## config.mk

```make
export PLATFORM = sky130hd
export DESIGN_NAME = positional_doubly_linked_list
export DESIGN_NICKNAME = d
export VERILOG_FILES = /design/src/rtl/dll_pkg.sv /design/src/rtl/positional_doubly_linked_list.sv /design/src/rtl/dll_cell.sv
export SDC_FILE = /design/constraint.sdc
export NUM_CORES = 1
export LEC_CHECK = 0
export BUFFER_PORTS_ARGS = -buffer_cell sky130_fd_sc_hd__buf_4
export CAP_MARGIN = 0
export CORE_MARGIN = 2
export CORE_UTILIZATION = 45
export CTS_BUF_LIST = sky130_fd_sc_hd__clkbuf_2 sky130_fd_sc_hd__clkbuf_4 sky130_fd_sc_hd__clkbuf_8
export DETAILED_ROUTE_END_ITERATION = 10
export PLACE_DENSITY = 0.65
export SETUP_SLACK_MARGIN = 0.3
export SLEW_MARGIN = 20
export SYNTH_ARGS = -nofsm -noshare
export SYNTH_HDL_FRONTEND = slang
export SYNTH_HIERARCHICAL = 1
export SYNTH_SLANG_ARGS = --single-unit
```

## constraint.sdc

```tcl
create_clock -name clk_i -period 5 [get_ports clk_i]
set_clock_uncertainty 0.2 [all_clocks]
set_input_delay 0.5 -clock clk_i [delete_from_list [all_inputs] [get_ports clk_i]]
set_output_delay 0.5 -clock clk_i [all_outputs]
set_load 0.02 [all_outputs]
```

## src/rtl/dll_pkg.sv

```systemverilog
`timescale 1ns / 1ps
// ----------------------------------------------------------------------------
// dll_pkg - shared types for the positional list
// Command and status codes and the control token that walks the cell chain.
// ----------------------------------------------------------------------------
package dll_pkg;

  // default sizes
  localparam int unsigned POOL_DEPTH_DEF = 16;
  localparam int unsigned VALUE_BITS_DEF = 32;

  // fixed field widths
  localparam int unsigned POS_W    = 5;
  localparam int unsigned VALUE_W  = 32;
  localparam int unsigned LENGTH_W = 5;

  typedef enum logic {
    CMD_INSERT = 1'b0,
    CMD_DELETE = 1'b1
  } cmd_e;

  typedef enum logic [1:0] {
    ST_DONE    = 2'd0,
    ST_INVALID = 2'd1,
    ST_FULL    = 2'd2
  } status_e;

  // control part of the token handed from cell to cell
  typedef struct packed {
    logic             vld;       // token present
    cmd_e             cmd;       // operation carried
    logic             shifting;  // delete: target cell already passed
    logic [POS_W-1:0] cnt;       // cells left before the target
    logic             dvld;      // insert: carried data is a live element
  } tok_t;

endpackage

```

## src/rtl/positional_doubly_linked_list.sv

```systemverilog
`timescale 1ns / 1ps
// ----------------------------------------------------------------------------
// positional_doubly_linked_list - ordered list of signed values
// Insert at and delete from 1-based positions in a bounded element store.
// ----------------------------------------------------------------------------
// Usage:
//   A command transfers at a rising edge with start high and busy low:
//   command_i (0 insert, 1 delete), position_i and value_in_i.
//   Each command gives one result on status_o, removed_value_o and
//   list_length_o, valid for exactly one cycle while done_o is high.
//   A rejected command (bad position, empty list or full store) answers in
//   the cycle after its transfer and busy stays low. An accepted command
//   sends a token through the chain of POOL_DEPTH cells, one cell a cycle,
//   and answers from the result registers once the token leaves the last
//   cell; busy is high until that result cycle. No new command is taken
//   while one is in the chain; the next may transfer at the edge that ends
//   its predecessor's result cycle.
//   Reset empties the list at once. The receiver cannot stall: results are
//   presented once and not held.
// ----------------------------------------------------------------------------
module positional_doubly_linked_list #(
  parameter int unsigned POOL_DEPTH = dll_pkg::POOL_DEPTH_DEF,
  parameter int unsigned VALUE_BITS = dll_pkg::VALUE_BITS_DEF
) (
  input  logic                                 clk_i,
  input  logic                                 rst_ni,
  input  logic                                 start,
  output logic                                 busy,
  input  logic                                 command_i,
  input  logic        [dll_pkg::POS_W-1:0]     position_i,
  input  logic signed [dll_pkg::VALUE_W-1:0]   value_in_i,
  output logic                                 done_o,
  output logic        [1:0]                    status_o,
  output logic signed [dll_pkg::VALUE_W-1:0]   removed_value_o,
  output logic        [dll_pkg::LENGTH_W-1:0]  list_length_o
);
  import dll_pkg::*;

  localparam int unsigned CNT_W = $clog2(POOL_DEPTH + 1);
  localparam int unsigned CMP_W = ((CNT_W > POS_W) ? CNT_W : POS_W) + 1;

  // chain wiring, one slot per cell plus one extra at the end
  tok_t                  tok_w   [POOL_DEPTH+1];
  logic [VALUE_BITS-1:0] data_w  [POOL_DEPTH+1];
  logic                  valid_w [POOL_DEPTH+1];
  logic [VALUE_BITS-1:0] value_w [POOL_DEPTH+1];

  logic                    busy_q;
  logic [CNT_W-1:0]        count_q, count_d;
  tok_t                    inj_q, inj_d;
  logic [VALUE_BITS-1:0]   inj_data_q;
  logic                    done_q, done_d;
  status_e                 status_q, status_d;
  logic signed [VALUE_W-1:0] removed_q, removed_d;

  logic                    accept, is_del, bad_pos, pool_full, launch;
  logic [CMP_W-1:0]        pos_ext, len_ext;
  logic signed [VALUE_BITS-1:0] value_ext;
  logic signed [VALUE_BITS-1:0] end_data;
  tok_t                    tok_end;

  // command checks
  assign accept    = start && !busy_q;
  assign is_del    = (cmd_e'(command_i) == CMD_DELETE);
  assign pos_ext   = CMP_W'(position_i);
  assign len_ext   = CMP_W'(count_q);
  assign bad_pos   = (position_i == '0) ||
                     (is_del ? (pos_ext > len_ext) : (pos_ext > CMP_W'(len_ext + 1'b1)));
  assign pool_full = !is_del && (count_q == CNT_W'(POOL_DEPTH));
  assign launch    = accept && !bad_pos && !pool_full;
  assign value_ext = VALUE_BITS'(value_in_i);

  // token injection and length
  always_comb begin
    inj_d          = '0;
    inj_d.vld      = launch;
    inj_d.cmd      = cmd_e'(command_i);
    inj_d.shifting = 1'b0;
    inj_d.cnt      = POS_W'(position_i - 1'b1);
    inj_d.dvld     = 1'b1;
    count_d        = count_q;
    if (launch) begin
      count_d = is_del ? CNT_W'(count_q - 1'b1) : CNT_W'(count_q + 1'b1);
    end
  end

  assign tok_end  = tok_w[POOL_DEPTH];
  assign end_data = data_w[POOL_DEPTH];

  // result formation
  always_comb begin
    done_d    = 1'b0;
    status_d  = ST_DONE;
    removed_d = '0;
    if (tok_end.vld) begin
      done_d = 1'b1;
      if (tok_end.cmd == CMD_DELETE) begin
        removed_d = VALUE_W'(end_data);
      end
    end else if (accept && !launch) begin
      done_d   = 1'b1;
      status_d = bad_pos ? ST_INVALID : ST_FULL;
    end
  end

  // control registers
  always_ff @(posedge clk_i or negedge rst_ni) begin
    if (!rst_ni) begin
      busy_q   <= 1'b0;
      count_q  <= '0;
      inj_q    <= '0;
      done_q   <= 1'b0;
      status_q <= ST_DONE;
    end else begin
      if (launch) begin
        busy_q <= 1'b1;
      end else if (tok_end.vld) begin
        busy_q <= 1'b0;
      end
      count_q  <= count_d;
      inj_q    <= inj_d;
      done_q   <= done_d;
      status_q <= status_d;
    end
  end

  // payload registers
  always_ff @(posedge clk_i) begin
    inj_data_q <= value_ext;
    removed_q  <= removed_d;
  end

  // chain ends
  assign tok_w[0]            = inj_q;
  assign data_w[0]           = inj_data_q;
  assign valid_w[POOL_DEPTH] = 1'b0;
  assign value_w[POOL_DEPTH] = '0;

  // row of cells, list position k+1 lives in cell k
  for (genvar k = 0; k < POOL_DEPTH; k++) begin : g_cell
    dll_cell #(
      .VALUE_BITS (VALUE_BITS)
    ) u_cell (
      .clk_i      (clk_i),
      .rst_ni     (rst_ni),
      .tok_i      (tok_w[k]),
      .data_i     (data_w[k]),
      .nb_valid_i (valid_w[k+1]),
      .nb_value_i (value_w[k+1]),
      .tok_o      (tok_w[k+1]),
      .data_o     (data_w[k+1]),
      .valid_o    (valid_w[k]),
      .value_o    (value_w[k])
    );
  end

  assign busy            = busy_q;
  assign done_o          = done_q;
  assign status_o        = status_q;
  assign removed_value_o = removed_q;
  assign list_length_o   = LENGTH_W'(count_q);

endmodule

```

## src/rtl/dll_cell.sv

```systemverilog
`timescale 1ns / 1ps
// ----------------------------------------------------------------------------
// dll_cell - one element slot of the list chain
// Holds one list element in order and passes the operation token to its
// right neighbor each cycle, shifting elements as the token goes by.
// ----------------------------------------------------------------------------
module dll_cell #(
  parameter int unsigned VALUE_BITS = 32
) (
  input  logic                  clk_i,
  input  logic                  rst_ni,
  input  dll_pkg::tok_t         tok_i,
  input  logic [VALUE_BITS-1:0] data_i,
  input  logic                  nb_valid_i,
  input  logic [VALUE_BITS-1:0] nb_value_i,
  output dll_pkg::tok_t         tok_o,
  output logic [VALUE_BITS-1:0] data_o,
  output logic                  valid_o,
  output logic [VALUE_BITS-1:0] value_o
);
  import dll_pkg::*;

  tok_t                  tok_q, tok_d;
  logic [VALUE_BITS-1:0] data_q, data_d;
  logic                  valid_q, valid_d;
  logic [VALUE_BITS-1:0] value_q, value_d;

  // token action at this cell
  always_comb begin
    tok_d   = tok_i;
    data_d  = data_i;
    valid_d = valid_q;
    value_d = value_q;
    if (tok_i.vld) begin
      if (tok_i.cnt != '0) begin
        // not there yet, count down
        tok_d.cnt = POS_W'(tok_i.cnt - 1'b1);
      end else if (tok_i.cmd == CMD_INSERT) begin
        // take the carried element, hand the old one on
        value_d  = data_i;
        valid_d  = tok_i.dvld;
        data_d   = value_q;
        tok_d.dvld = valid_q;
      end else begin
        // pull the right neighbor in, first hit yields the removed element
        value_d = nb_value_i;
        valid_d = nb_valid_i;
        if (!tok_i.shifting) begin
          data_d         = value_q;
          tok_d.shifting = 1'b1;
        end
      end
    end
  end

  // control registers
  always_ff @(posedge clk_i or negedge rst_ni) begin
    if (!rst_ni) begin
      tok_q   <= '0;
      valid_q <= 1'b0;
    end else begin
      tok_q   <= tok_d;
      valid_q <= valid_d;
    end
  end

  // payload registers
  always_ff @(posedge clk_i) begin
    data_q  <= data_d;
    value_q <= value_d;
  end

  assign tok_o   = tok_q;
  assign data_o  = data_q;
  assign valid_o = valid_q;
  assign value_o = value_q;

endmodule

```

==> impl_metrics.yaml <==
final_layout:
  final_nets: 3162
  drive_above_1_share_pct: 47.9
  syn_to_final_growth_pct: 12.4
  design_area_um2: 54300
critical_path:
  worstPathRequired_ps: 5520
  arrival_ps: 3150
  slowest_delay_ps: 470
  worstPathMaxFanout: 7
  path_cells: "inv_1, ha_1, inv_1, ha_1, a21o_1, a221oi_2, o211ai_2, nor2_4, mux2i_1"
  regToRegSetupSlack_ps: 2370
  start_kind: "flop"
  cp_slowest_cell: "dfrtp_1"
  crit_buf_inv: 2
  crit_path_end_kind: "flop"
  path_class: "flop to flop"
  critPathTopFamily: "compound AO/OA/AOI/OAI gates"
clock_network:
  htree_levels: 4
  clockBufferDepth: 3
  clock_latency_ps: 790
  cts_tree: "yes"
  clock-sinks: 1226
  clk_pin_slew_ps: 60
  cts_buffers: 188
  cts_root_buffer: "clkbuf_8"
die:
  rows: 120
  dieArea_um2: 110000
  core_um2: 107000
  die_w_um: 332
  fp.dieH_um: 332
  start_util_pct: 45.2
  pin_count: 82
sta:
  slew_viol_final: 0
  setup_viol: 0
  relSlewSlack_pct: 43.8
  max_freq_ghz: 0.381
  worst_pin_slew_ps: 842
  fin_crit_sh_pct: 52.6
  final_hold_viol_count: 0
  tns_ps: 0
  period_needed_ps: 2630
  rsz0062_at_grt: "no"
routing:
  drt_pass1_iterations: 5
  drt_wl_total_mm: 69.2
  drc: 0
  via_count: 21400
  ant_nets: 0
  via_per_inst: 4.59
  detailedRoute.firstIterationViolations: 737
  wl_per_cell_um: 14.9
flow_run:
  cap_violations: 0
run_status:
  status: "completed"
global_routing:
  grt_pass1_wl_mm: 114
  grt_max_degree: 94
  overflow: 0
  antenna_found_initial: 3
  grt_pass1_vias: 22500
  grt_usage_pct: 12.5
placed_design:
  gp_congestion: 0.749
  port_buffers: 81
  place_hpwl_mm: 48.6
  postPlaceCellArea_um2: 49800
yosys:
  synth.cell_area_um2: 48300
  avgSynthCellArea_um2: 17.2
  ys_warn_count: 6
  synthCells: 2810
power:
  p_leak_nw: 21.2
  ir_worst_vdd_mv: 0.294
  power_density_nw_per_um2: 440
min_path:
  hold_class: "primary input to asynchronous set/reset pin"
[flip-flops by register name, summed over array words and instances, names as in the netlist]
name,cells
busy,1
g_cell.u_cell/value_o,512
g_cell.u_cell/data_o,512
removed_value_o,32
inj_q,7
inj_data_q,32
done_o,1
g_cell.u_cell/tok_o,122
list_length_o,5
status_o,2
[worst register-to-register path, cell delays in order (launching register included)]
cell,delay (ps)
dfrtp_1,470
inv_1,160
ha_1,310
inv_1,40
ha_1,290
a21o_1,190
a221oi_2,300
o211ai_2,180
nor2_4,210
mux2i_1,210
[cells in the final DEF (no fill, tap or decap), types with 33 or more instances in the layout]
master,n
inv_1,60
edfxtp_1,512
buf_4,130
mux2_2,545
conb_1,34
mux2_4,480
a21o_1,34
dfxtp_1,576
dfrtp_1,138
dlygate4sd3_1,42
and3_1,33
clkbuf_4,105
nand2_1,53
clkbuf_8,221
xnor2_1,36
[final cells by class]
type	count	area, um2
Antenna cell	1	2.50
Clock buffer	326	3830
Clock inverter	21	220
Fill cell	8720	52500
Inverter	61	229
Multi-Input combinational cell	1438	16500
Sequential cell	1226	30400
Tap cell	1403	1760
Timing Repair Buffer	173	1410
[metal layers]
| layer | share of wire [%] | vias to the layer above | track usage (%) |
|---|---|---|---|
| li1 | - | 10900 | - |
| met1 | 49 | 10000 | 16.7 |
| met2 | 45 | 316 | 19.9 |
| met3 | 3.7 | 134 | 2.96 |
| met4 | 2.0 | 0 | 4.61 |
| met5 | 0 | - | 0 |
[metrics by stage]
stage               setup slack [ps]  cells  total power (W)  hold WS (ps)  util, %
floorplan                       2480   2843           0.0149          4.41        -
global placement                2410   4259           0.0154           185     46.7
detailed placement              2420   4259           0.0155           190     46.7
CTS                             2370   4648           0.0243          37.9     50.8
global route                    2220   4649           0.0252          79.9     50.9
finish                          2370   4649           0.0239           117     50.9
[timing repair]
item / 4_1_cts / 5_1_grt
buffers inserted: 0 / 0
resized for setup: 0 / 0
hold buffers: 42 / 0
setup endpoints to repair: 0 / 0
endpoints found under the hold margin: 137 / 0
[power breakdown]
group	leakage (nW)	internal (W)	switching, W
sequential	11.1	0.0116	0.000761
combinational	7.96	0.00184	0.00105
clock	2.18	0.00499	0.00363
[final timing paths]
check / startpoint / to / cells past startpoint
worst min-delay path: rst_ni / inj_q[1] / 2
worst min register to register: g_cell[14].u_cell/tok_o[8] / g_cell[15].u_cell/tok_o[8] / 0
min in group clk_i: value_in_i[3] / inj_data_q[3] / 2
max in group asynchronous: rst_ni / g_cell[15].u_cell/tok_o[7] / 3
worst max register to register: list_length_o[0] / list_length_o[1] / 9
worst max-delay path: list_length_o[0] / list_length_o[1] / 9
(Power assumes the default switching activity.)
